[config.mk]
export PLATFORM = sky130hd
export DESIGN_NAME = hd44780_4bit_write_sequencer_core_flat
export DESIGN_NICKNAME = d
export VERILOG_FILES = /design/src/hw/rtl/hdw_pkg.sv /design/src/hw/rtl/hdw_if.sv /design/src/hw/rtl/hdw_cfg_regs.sv /design/src/hw/rtl/hdw_sequencer.sv /design/src/hw/rtl/hd44780_4bit_write_sequencer_core.sv /design/src/flat_wrapper.sv
export SDC_FILE = /design/constraint.sdc
export NUM_CORES = 1
export LEC_CHECK = 0
export BUFFER_PORTS_ARGS = -buffer_cell sky130_fd_sc_hd__buf_2
export CORE_UTILIZATION = 57
export CTS_BUF_LIST = sky130_fd_sc_hd__clkbuf_4 sky130_fd_sc_hd__clkbuf_8
export DETAILED_ROUTE_END_ITERATION = 7
export GPL_ROUTABILITY_DRIVEN = 0
export PLACE_DENSITY = 0.79
export REMOVE_ABC_BUFFERS = 1
export SLEW_MARGIN = 20
export SYNTH_ARGS = -nofsm -noshare
export SYNTH_HDL_FRONTEND = slang
export SYNTH_SLANG_ARGS = --single-unit
[constraint.sdc]
create_clock -name clk -period 5.5 [get_ports clk]
set_input_delay 0.55 -clock clk [delete_from_list [all_inputs] [get_ports clk]]
set_output_delay 0.55 -clock clk [all_outputs]
set_load 0.05 [all_outputs]
[src/hw/rtl/hdw_pkg.sv]
// Shared types and constants for the HD44780 4-bit write sequencer.
package hdw_pkg;

  typedef enum logic [2:0] {
    ACT_TICK    = 3'd0,
    ACT_DATA    = 3'd1,
    ACT_COMMAND = 3'd2,
    ACT_CURSOR  = 3'd3,
    ACT_CLEAR   = 3'd4,
    ACT_HOME    = 3'd5
  } action_e;

  typedef enum logic [2:0] {
    CFG_ENABLE_TICKS      = 3'd0,
    CFG_COMMAND_WAIT      = 3'd1,
    CFG_DATA_WAIT         = 3'd2,
    CFG_LONG_WAIT         = 3'd3,
    CFG_BOOT_WAIT         = 3'd4,
    CFG_FIRST_RESET_WAIT  = 3'd5,
    CFG_SHORT_RESET_WAIT  = 3'd6
  } cfg_index_e;

  typedef enum logic [3:0] {
    PH_BOOT  = 4'd0,
    PH_IDLE  = 4'd1,
    PH_SETUP = 4'd2,
    PH_HIGH  = 4'd3,
    PH_WAIT  = 4'd4,
    PH_LONG  = 4'd5
  } phase_e;

  localparam logic [7:0] HIGH_NIBBLE_MASK = 8'hF0;
  localparam logic [3:0] INIT_DONE        = 4'd8;
  localparam int unsigned CFG_DATA_W      = 20;

  typedef struct packed {
    logic [2:0] action;
    logic [7:0] byte_value;
    logic [5:0] column;
    logic [1:0] row;
  } in_item_t;

  typedef struct packed {
    logic [3:0] bus_nibble;
    logic       reg_select;
    logic       enable_line;
    logic       read_write;
    logic       busy_res;
    logic       accepted;
    logic       rejected;
  } out_item_t;

  typedef struct packed {
    logic [2:0]            reg_index;
    logic [CFG_DATA_W-1:0] wr_data;
  } cfg_write_t;

  typedef struct packed {
    logic [7:0]  enable_ticks;
    logic [15:0] command_wait_ticks;
    logic [15:0] data_wait_ticks;
    logic [19:0] long_wait_ticks;
    logic [19:0] boot_wait_ticks;
    logic [19:0] first_reset_wait_ticks;
    logic [19:0] short_reset_wait_ticks;
  } cfg_t;

  typedef struct packed {
    phase_e     phase;
    logic [3:0] init_step;
    logic [7:0] pending_byte;
    logic       low_nibble_pending;
    logic       extra_long_wait;
    logic       select_level;
    logic [3:0] nibble_level;
  } seq_state_t;

endpackage

[src/hw/rtl/hdw_if.sv]
// Valid/ready channel interfaces for input items, result items and config writes.
interface hdw_in_if
  import hdw_pkg::*;
();
  logic     valid;
  logic     ready;
  in_item_t payload;
  modport source (output valid, output payload, input ready);
  modport sink   (input valid, input payload, output ready);
endinterface

interface hdw_out_if
  import hdw_pkg::*;
();
  logic      valid;
  logic      ready;
  out_item_t payload;
  modport source (output valid, output payload, input ready);
  modport sink   (input valid, input payload, output ready);
endinterface

interface hdw_cfg_if
  import hdw_pkg::*;
();
  logic       valid;
  logic       ready;
  cfg_write_t payload;
  modport source (output valid, output payload, input ready);
  modport sink   (input valid, input payload, output ready);
endinterface

[src/hw/rtl/hdw_cfg_regs.sv]
// Timing configuration register file with reset defaults.
module hdw_cfg_regs
  import hdw_pkg::*;
(
  input  logic       clk,
  input  logic       rst_n,
  input  logic       wr_en,
  input  cfg_write_t wr,
  output cfg_t       cfg
);

  cfg_t cfg_r;
  cfg_t cfg_nxt;

  always_comb begin
    cfg_nxt = cfg_r;
    if (wr_en) begin
      unique case (wr.reg_index)
        CFG_ENABLE_TICKS:     cfg_nxt.enable_ticks           = wr.wr_data[7:0];
        CFG_COMMAND_WAIT:     cfg_nxt.command_wait_ticks     = wr.wr_data[15:0];
        CFG_DATA_WAIT:        cfg_nxt.data_wait_ticks        = wr.wr_data[15:0];
        CFG_LONG_WAIT:        cfg_nxt.long_wait_ticks        = wr.wr_data[19:0];
        CFG_BOOT_WAIT:        cfg_nxt.boot_wait_ticks        = wr.wr_data[19:0];
        CFG_FIRST_RESET_WAIT: cfg_nxt.first_reset_wait_ticks = wr.wr_data[19:0];
        CFG_SHORT_RESET_WAIT: cfg_nxt.short_reset_wait_ticks = wr.wr_data[19:0];
        default: ; // drop writes beyond the register list
      endcase
    end
  end

  always_ff @(posedge clk) begin
    if (!rst_n) begin
      cfg_r.enable_ticks           <= 8'd1;
      cfg_r.command_wait_ticks     <= 16'd50;
      cfg_r.data_wait_ticks        <= 16'd50;
      cfg_r.long_wait_ticks        <= 20'd2000;
      cfg_r.boot_wait_ticks        <= 20'd15000;
      cfg_r.first_reset_wait_ticks <= 20'd5000;
      cfg_r.short_reset_wait_ticks <= 20'd1000;
    end else begin
      cfg_r <= cfg_nxt;
    end
  end

  assign cfg = cfg_r;

endmodule

[src/hw/rtl/hdw_sequencer.sv]
// Sequencer state, wait counter and per-item next-state and line logic.
module hdw_sequencer
  import hdw_pkg::*;
#(
  parameter int unsigned WAIT_COUNTER_WIDTH = 20
) (
  input  logic      clk,
  input  logic      rst_n,
  input  cfg_t      cfg,
  input  logic      item_take,
  input  in_item_t  item,
  output out_item_t result
);

  localparam int unsigned W = WAIT_COUNTER_WIDTH;
  localparam logic [31:0] CNT_MAX = 32'((64'd1 << W) - 64'd1);
  localparam logic [7:0] INIT_BYTES [4] = '{8'h28, 8'h0F, 8'h06, 8'h01};

  seq_state_t st_r, st_nxt;
  logic [W-1:0] cnt_r, cnt_nxt;

  function automatic seq_state_t start_byte(seq_state_t st, logic [7:0] b, logic rs,
                                            logic lw);
    seq_state_t o;
    o                    = st;
    o.pending_byte       = b;
    o.select_level       = rs;
    o.extra_long_wait    = lw;
    o.low_nibble_pending = 1'b1;
    o.nibble_level       = 4'((b & HIGH_NIBBLE_MASK) >> 4);
    o.phase              = PH_SETUP;
    return o;
  endfunction

  function automatic seq_state_t start_init(seq_state_t st);
    seq_state_t o;
    o = st;
    if (st.init_step < 4'd4) begin
      o.select_level       = 1'b0;
      o.extra_long_wait    = 1'b0;
      o.low_nibble_pending = 1'b0;
      o.nibble_level       = (st.init_step == 4'd3) ? 4'h2 : 4'h3;
      o.phase              = PH_SETUP;
    end else begin
      o = start_byte(st, INIT_BYTES[st.init_step[1:0]], 1'b0, st.init_step == 4'd7);
    end
    return o;
  endfunction

  function automatic seq_state_t finish_item(seq_state_t st);
    seq_state_t o;
    o = st;
    o.extra_long_wait = 1'b0;
    if (st.init_step < INIT_DONE) begin
      o.init_step = st.init_step + 4'd1;
      if (o.init_step >= INIT_DONE) o.phase = PH_IDLE;
      else o = start_init(o);
    end else begin
      o.phase = PH_IDLE;
    end
    return o;
  endfunction

  seq_state_t   s;
  logic [W-1:0] cnt, cnt_inc;
  logic         is_req, reached;
  logic [19:0]  tgt_raw;
  logic [31:0]  tgt;

  always_comb begin
    s       = st_r;
    cnt     = cnt_r;
    result  = '0;
    is_req  = 1'b0;
    tgt_raw = '0;

    case (item.action) inside
      ACT_DATA, ACT_COMMAND, ACT_CLEAR, ACT_HOME: is_req = 1'b1;
      ACT_CURSOR: is_req = (item.row <= 2'd1);
      default:    is_req = 1'b0;
    endcase

    // Take or reject the request first; a taken one shows its setup tick now.
    if (is_req) begin
      if (st_r.phase == PH_IDLE) begin
        result.accepted = 1'b1;
        cnt = '0;
        unique case (item.action)
          ACT_DATA:    s = start_byte(st_r, item.byte_value, 1'b1, 1'b0);
          ACT_COMMAND: s = start_byte(st_r, item.byte_value, 1'b0, 1'b0);
          ACT_CURSOR:  s = start_byte(st_r,
                             8'h80 | (item.row[0] ? 8'h40 : 8'h00) | {2'b00, item.column},
                             1'b0, 1'b0);
          ACT_CLEAR:   s = start_byte(st_r, 8'h01, 1'b0, 1'b1);
          default:     s = start_byte(st_r, 8'h02, 1'b0, 1'b1);
        endcase
      end else begin
        result.rejected = 1'b1;
      end
    end

    result.bus_nibble  = s.nibble_level;
    result.reg_select  = s.select_level;
    result.enable_line = (s.phase == PH_HIGH);
    result.read_write  = 1'b0;

    // One shared tick counter: pick this phase's target, clamp, compare.
    unique case (s.phase)
      PH_BOOT: tgt_raw = cfg.boot_wait_ticks;
      PH_HIGH: tgt_raw = {12'd0, cfg.enable_ticks};
      PH_WAIT: begin
        if (s.init_step < INIT_DONE) begin
          if (s.init_step == 4'd0)     tgt_raw = cfg.first_reset_wait_ticks;
          else if (s.init_step < 4'd4) tgt_raw = cfg.short_reset_wait_ticks;
          else                         tgt_raw = {4'd0, cfg.command_wait_ticks};
        end else begin
          tgt_raw = s.select_level ? {4'd0, cfg.data_wait_ticks}
                                   : {4'd0, cfg.command_wait_ticks};
        end
      end
      PH_LONG: tgt_raw = cfg.long_wait_ticks;
      default: tgt_raw = '0;
    endcase
    tgt = {12'd0, tgt_raw};
    if (tgt > CNT_MAX) tgt = CNT_MAX;
    if (tgt == 32'd0)  tgt = 32'd1;
    cnt_inc = (cnt != {W{1'b1}}) ? cnt + 1'b1 : cnt;
    reached = (32'(cnt_inc) >= tgt);

    unique case (s.phase)
      PH_BOOT: begin
        if (reached) begin
          s.init_step = 4'd0;
          s   = start_init(s);
          cnt = '0;
        end else cnt = cnt_inc;
      end
      PH_IDLE: ;
      PH_SETUP: begin
        s.phase = PH_HIGH;
        cnt     = '0;
      end
      PH_HIGH: begin
        if (reached) begin
          cnt = '0;
          if (s.low_nibble_pending) begin
            s.low_nibble_pending = 1'b0;
            s.nibble_level       = s.pending_byte[3:0];
            s.phase              = PH_SETUP;
          end else begin
            s.phase = PH_WAIT;
          end
        end else cnt = cnt_inc;
      end
      PH_WAIT: begin
        if (reached) begin
          cnt = '0;
          if (s.extra_long_wait) s.phase = PH_LONG;
          else s = finish_item(s);
        end else cnt = cnt_inc;
      end
      PH_LONG: begin
        if (reached) begin
          cnt = '0;
          s   = finish_item(s);
        end else cnt = cnt_inc;
      end
      default: s.phase = PH_IDLE;
    endcase

    result.busy_res = (s.phase != PH_IDLE);
    st_nxt  = s;
    cnt_nxt = cnt;
  end

  always_ff @(posedge clk) begin
    if (!rst_n) begin
      st_r  <= '{phase: PH_BOOT, default: '0};
      cnt_r <= '0;
    end else if (item_take) begin
      st_r  <= st_nxt;
      cnt_r <= cnt_nxt;
    end
  end

endmodule

[src/hw/rtl/hd44780_4bit_write_sequencer_core.sv]
// Top level of the HD44780 4-bit write sequencer: handshake, result register, config.
// Throughput: one item per cycle; an item is taken whenever the result register is
//   empty or its result is being taken in the same cycle.
// The result item for an accepted input appears at out_if in the next cycle.
// Sequencer phase, init step and wait counter advance only on accepted items.
// Reset (rst_n, synchronous, active low) empties the result register, restores the
//   timing registers to their defaults and puts the sequencer in its boot wait.
module hd44780_4bit_write_sequencer_core
  import hdw_pkg::*;
#(
  parameter int unsigned WAIT_COUNTER_WIDTH = 20
) (
  input logic       clk,
  input logic       rst_n,
  hdw_in_if.sink    in_if,
  hdw_out_if.source out_if,
  hdw_cfg_if.sink   cfg_if
);

  cfg_t      cfg;
  out_item_t result;
  out_item_t res_r;
  logic      out_valid_r, out_valid_nxt;
  logic      in_take;

  // Config is always ready; software writes must come only while the block is idle.
  assign cfg_if.ready = 1'b1;

  hdw_cfg_regs u_cfg_regs (
    .clk   (clk),
    .rst_n (rst_n),
    .wr_en (cfg_if.valid & cfg_if.ready),
    .wr    (cfg_if.payload),
    .cfg   (cfg)
  );

  // Accept a new item while the result register is empty or drains: it is the only
  // buffer between the two sides, so ready just looks at its occupancy.
  assign in_if.ready = !out_valid_r || out_if.ready;
  assign in_take     = in_if.valid && in_if.ready;

  // The sequencer computes the lines and flags for this item from its state
  // and commits its next state only on the accept edge.
  hdw_sequencer #(
    .WAIT_COUNTER_WIDTH (WAIT_COUNTER_WIDTH)
  ) u_sequencer (
    .clk       (clk),
    .rst_n     (rst_n),
    .cfg       (cfg),
    .item_take (in_take),
    .item      (in_if.payload),
    .result    (result)
  );

  always_comb begin
    out_valid_nxt = out_valid_r;
    if (in_take)           out_valid_nxt = 1'b1;
    else if (out_if.ready) out_valid_nxt = 1'b0;
  end

  always_ff @(posedge clk) begin
    if (!rst_n) begin
      out_valid_r <= 1'b0;
    end else begin
      out_valid_r <= out_valid_nxt;
    end
  end

  // Result payload needs no reset; hold it until the next item replaces it.
  always_ff @(posedge clk) begin
    if (in_take) begin
      res_r <= result;
    end
  end

  assign out_if.valid   = out_valid_r;
  assign out_if.payload = res_r;

  // A request is either taken or turned away, never both.
  a_acc_rej_excl: assert property (@(posedge clk) disable iff (!rst_n)
    out_valid_r |-> !(res_r.accepted && res_r.rejected))
    else $error("result flags both accepted and rejected");

  // A taken request leaves the sequencer busy on its own result.
  a_acc_busy: assert property (@(posedge clk) disable iff (!rst_n)
    (out_valid_r && res_r.accepted) |-> res_r.busy_res)
    else $error("accepted request reported idle");

  // Enable high means a nibble is in flight, so the block cannot be idle after it.
  a_en_busy: assert property (@(posedge clk) disable iff (!rst_n)
    (out_valid_r && res_r.enable_line) |-> res_r.busy_res)
    else $error("enable strobe with idle sequencer");

  // A stalled result blocks the input, so no result is overwritten.
  a_stall_blocks: assert property (@(posedge clk) disable iff (!rst_n)
    (out_valid_r && !out_if.ready) |-> !in_if.ready)
    else $error("input taken while result register is stalled");

  // An accepted item always produces a result on the next cycle.
  a_take_result: assert property (@(posedge clk) disable iff (!rst_n)
    in_take |=> out_valid_r)
    else $error("accepted item produced no result");

endmodule

[src/flat_wrapper.sv]
// flat-port wrapper written by rule: the top's interface ports become plain ports
module hd44780_4bit_write_sequencer_core_flat import hdw_pkg::*;
#(
  parameter int unsigned WAIT_COUNTER_WIDTH = 20
)
  (clk, rst_n, in_if_valid, in_if_payload, in_if_ready, out_if_valid, out_if_payload, out_if_ready, cfg_if_valid, cfg_if_payload, cfg_if_ready);
  hdw_in_if in_if_i ();
  hdw_out_if out_if_i ();
  hdw_cfg_if cfg_if_i ();
  input logic clk;
  input logic rst_n;
  input wire logic [$bits(in_if_i.valid)-1:0] in_if_valid;
  input wire logic [$bits(in_if_i.payload)-1:0] in_if_payload;
  output wire logic [$bits(in_if_i.ready)-1:0] in_if_ready;
  output wire logic [$bits(out_if_i.valid)-1:0] out_if_valid;
  output wire logic [$bits(out_if_i.payload)-1:0] out_if_payload;
  input wire logic [$bits(out_if_i.ready)-1:0] out_if_ready;
  input wire logic [$bits(cfg_if_i.valid)-1:0] cfg_if_valid;
  input wire logic [$bits(cfg_if_i.payload)-1:0] cfg_if_payload;
  output wire logic [$bits(cfg_if_i.ready)-1:0] cfg_if_ready;
  assign in_if_i.valid = in_if_valid;
  assign in_if_i.payload = in_if_payload;
  assign in_if_ready = in_if_i.ready;
  assign out_if_valid = out_if_i.valid;
  assign out_if_payload = out_if_i.payload;
  assign out_if_i.ready = out_if_ready;
  assign cfg_if_i.valid = cfg_if_valid;
  assign cfg_if_i.payload = cfg_if_payload;
  assign cfg_if_ready = cfg_if_i.ready;
  hd44780_4bit_write_sequencer_core #(.WAIT_COUNTER_WIDTH(WAIT_COUNTER_WIDTH)) u_core (.clk(clk), .rst_n(rst_n), .in_if(in_if_i), .out_if(out_if_i), .cfg_if(cfg_if_i));
endmodule
==> metrics <==
count of different cell masters after synthesis=73; crit-path cells=or4b_1 -> a211o_1 -> buf_12 -> and2_1 -> ha_1 -> nand4_2 -> o2111ai_2 -> or3_1 -> a21oi_2 -> ha_1 -> nand3_1 -> or4_1 -> a211o_1 -> a21oi_2 -> buf_4 -> nor4_1 -> buf_4 -> a31o_1 -> a22o_1; most common cell in the synthesized netlist=nand2_1; worst setup margin=between 0.3 and 0.4 ns; cell area power density=approximately 250 nW/um^2; asr flop ratio synth=0; share of post-route cells with drive strength above 1=0.1570; DRC viols=0; vias in the first global route=8,228; DP Area=just under 10,000 um^2; Num CTS Buffers=17; port bufs=57; Tmin final=5.194 ns; row count=45; CTS tree=done; Design Area, Final=10,250 um^2; DIE WIDTH=about 130 um; actual slew at the worst max-slew pin=1.118 ns; most common library cells after synthesis=299 x nand2_1, 160 x dfxtp_1, 118 x a21oi_1; Final Slew Violations=0; worst hold path type=input port to flip-flop; RSZ-0062 raised after global routing=false; Tot Pwr=2.541 mW; Detailed Routing Iterations Pass 1=6; worst path required time=5.87 ns; global-route wire length before repair=41,950 um; Nets=1,290; mean post-synth cell area=7.789 um^2; CP max stage cell=or4b_1; Setup crit end kind=flip-flop; Post-synth EDFFs=9; Setup WS pre-CTS=-0.02345 ns; Routed wire per std cell=17.84 um; die area=16,570 um^2; Top FF cell, synth=dfxtp_1; diode count=0; pin count of the biggest net entering global routing=between 90 and 100; CP Launch Type=flip-flop; fmax=192.5 MHz; H-tree depth=4; final non-filler cell total=between 1,000 and 1,500; Area Growth Syn to Fin=11.96%; CP arrival=5.56 ns; DP Cell Count=1,408; Max Clock Skew=around 0.015 ns; maxcap violations=0; global route overflow=0; Vias=around 9,000; post-synthesis cell area=9153 um^2; Ys Warns=0; period utilisation layout=0.9443; final setup fails=0; initial core utilization=0.5933; IO Pins=60; R2R setup slack=0.31 ns; Worst VDD drop=0.0002236 V; synthesized instance count=~1,200; ranking of synthesized cells by area=dfxtp_1 35%, nand2_1 12%, a21oi_1 6.5%; Total Routing Usage GR=0.3231; core area=15,430 um^2; die height=128.7 um; Synth area leader=dfxtp_1; Detailed Place HPWL=roughly 17,000 um; total leakage power=approximately 4.0 nW; Worst-path clk slew=around 0.09 ns; DRT antenna net count=0; top-area cell type share of the netlist area=0.3500; vias per cell=6.249; WL final=25,690 um; initial antenna violation count=0; Worst Path Max Fanout=34; flops & latches, synth=169; CP Class=flip-flop to flip-flop; clock sinks=169; clock root buffer=clkbuf_8; Hold Vio Cnt, Final=0; sequential share of the synthesized area=0.3795; relative slew slack=0.2547; CP peak stage delay=0.61 ns; cts hold-fix bufs=0; clk buf depth=2; initial DRC count=1,298; Clock Latency Late Sink=0.48 ns; outcome=complete, no violations
==> what timing repair did <==
action / CTS / global route
gates resized for setup: 4 / 11
setup endpoints to repair: 4 / 15
buffers inserted: 0 / 0
==> routing by layer <==
layer / GRT usage / part of all wire
met3: 0.05863 / 0.075
met4: 0.1460 / 0.035
met2: 0.5040 / 0.46
met1: 0.4362 / 0.43
met5: 0 / 0
==> worst paths after layout <==
check | startpoint | to | depth (start not counted)
max | u_core.u_sequencer.st_r[20] | u_core.u_sequencer.cnt_r[17] | 19
min | in_if_valid | u_core.out_if.valid | 3
max reg2reg | u_core.u_sequencer.st_r[20] | u_core.u_sequencer.cnt_r[17] | 19
min reg2reg | u_core.u_cfg_regs.cfg[33] | u_core.u_cfg_regs.cfg[33] | 2
==> sequential cells by signal (all words and copies together), names as in the netlist <==
register                  cells
u_core.u_sequencer.st_r      19
u_core.u_sequencer.cnt_r     20
u_core.out_if.valid           1
u_core.out_if.payload         9
u_core.u_cfg_regs.cfg       120
==> final cells by class <==
cell class                      instances  area, um^2
Multi-Input combinational cell        903        5386
Fill cell                            1364        5180
Sequential cell                       169        3473
Timing Repair Buffer                  100       633.1
Tap cell                              211       264.0
Clock buffer                           17       234.0
Clock inverter                         15       161.4
Inverter                               25       95.09
==> where the power goes <==
group,switching [mW],internal (mW),total (mW)
Clock,0.511,0.378,0.889
Combinational,0.236,0.126,0.362
Sequential,0.0199,1.27,1.29
Total,0.767,1.77,2.54
==> metrics by stage <==
stage	util	hold WS [ns]	TNS [ns]
2_1_floorplan	-	0.4315	-0.003978
3_3_place_gp	0.6324	0.4386	-0.5763
3_5_place_dp	0.6333	0.4432	-0.06830
4_1_cts	0.6606	0.3108	0
5_1_grt	0.6642	0.3172	0
6_report	0.6642	0.3278	0
==> cell usage in the layout (no fill, tap or decap), types with 5 or more instances in the layout <==
cell / n
a211o_1: 5
a211oi_1: 7
a21oi_1: 117
a221oi_1: 8
a221oi_2: 8
a222oi_1: 11
a22o_1: 6
a22oi_1: 13
a31oi_1: 16
and2_1: 16
and3_1: 6
buf_2: 57
buf_4: 41
clkbuf_8: 17
dfxtp_1: 160
edfxtp_1: 9
ha_1: 27
inv_1: 22
inv_6: 6
mux2_2: 24
mux2i_1: 25
nand2_1: 299
nand2b_1: 9
nand3_1: 56
nand4_1: 9
nor2_1: 45
nor3_1: 15
nor4_1: 7
o211ai_1: 9
o21a_1: 6
o21ai_0: 49
o22ai_1: 5
o31ai_1: 6
or3_1: 8
xnor2_1: 8
xor2_1: 9
==> worst max-delay path: cells and delay by family, from the launching register on <==
family	cells	cell delay [ns]
adder cells (fa/ha/maj)	2	0.43
flip-flops	1	0.32
AO/OA/AOI/OAI	7	1.67
AND/OR/NAND/NOR	7	2.02
buffers and inverters	3	0.62
==> logic make-up (layout without fill, tap and decap cells) <==
| family | after synthesis | in the layout | share of synthesized area |
|---|---|---|---|
| simple gates | 504 | 504 | 0.2469 |
| compound gates | 303 | 303 | 0.2144 |
| flops | 169 | 169 | 0.3795 |
| buf+inv | 103 | 157 | 0.04730 |
| mux | 50 | 50 | 0.05796 |
| fa+ha+maj | 27 | 27 | 0.03691 |
| xor+xnor | 17 | 17 | 0.01627 |
| other cells | 2 | 2 | 0.0008205 |
Power figures use the tool's default switching activity.
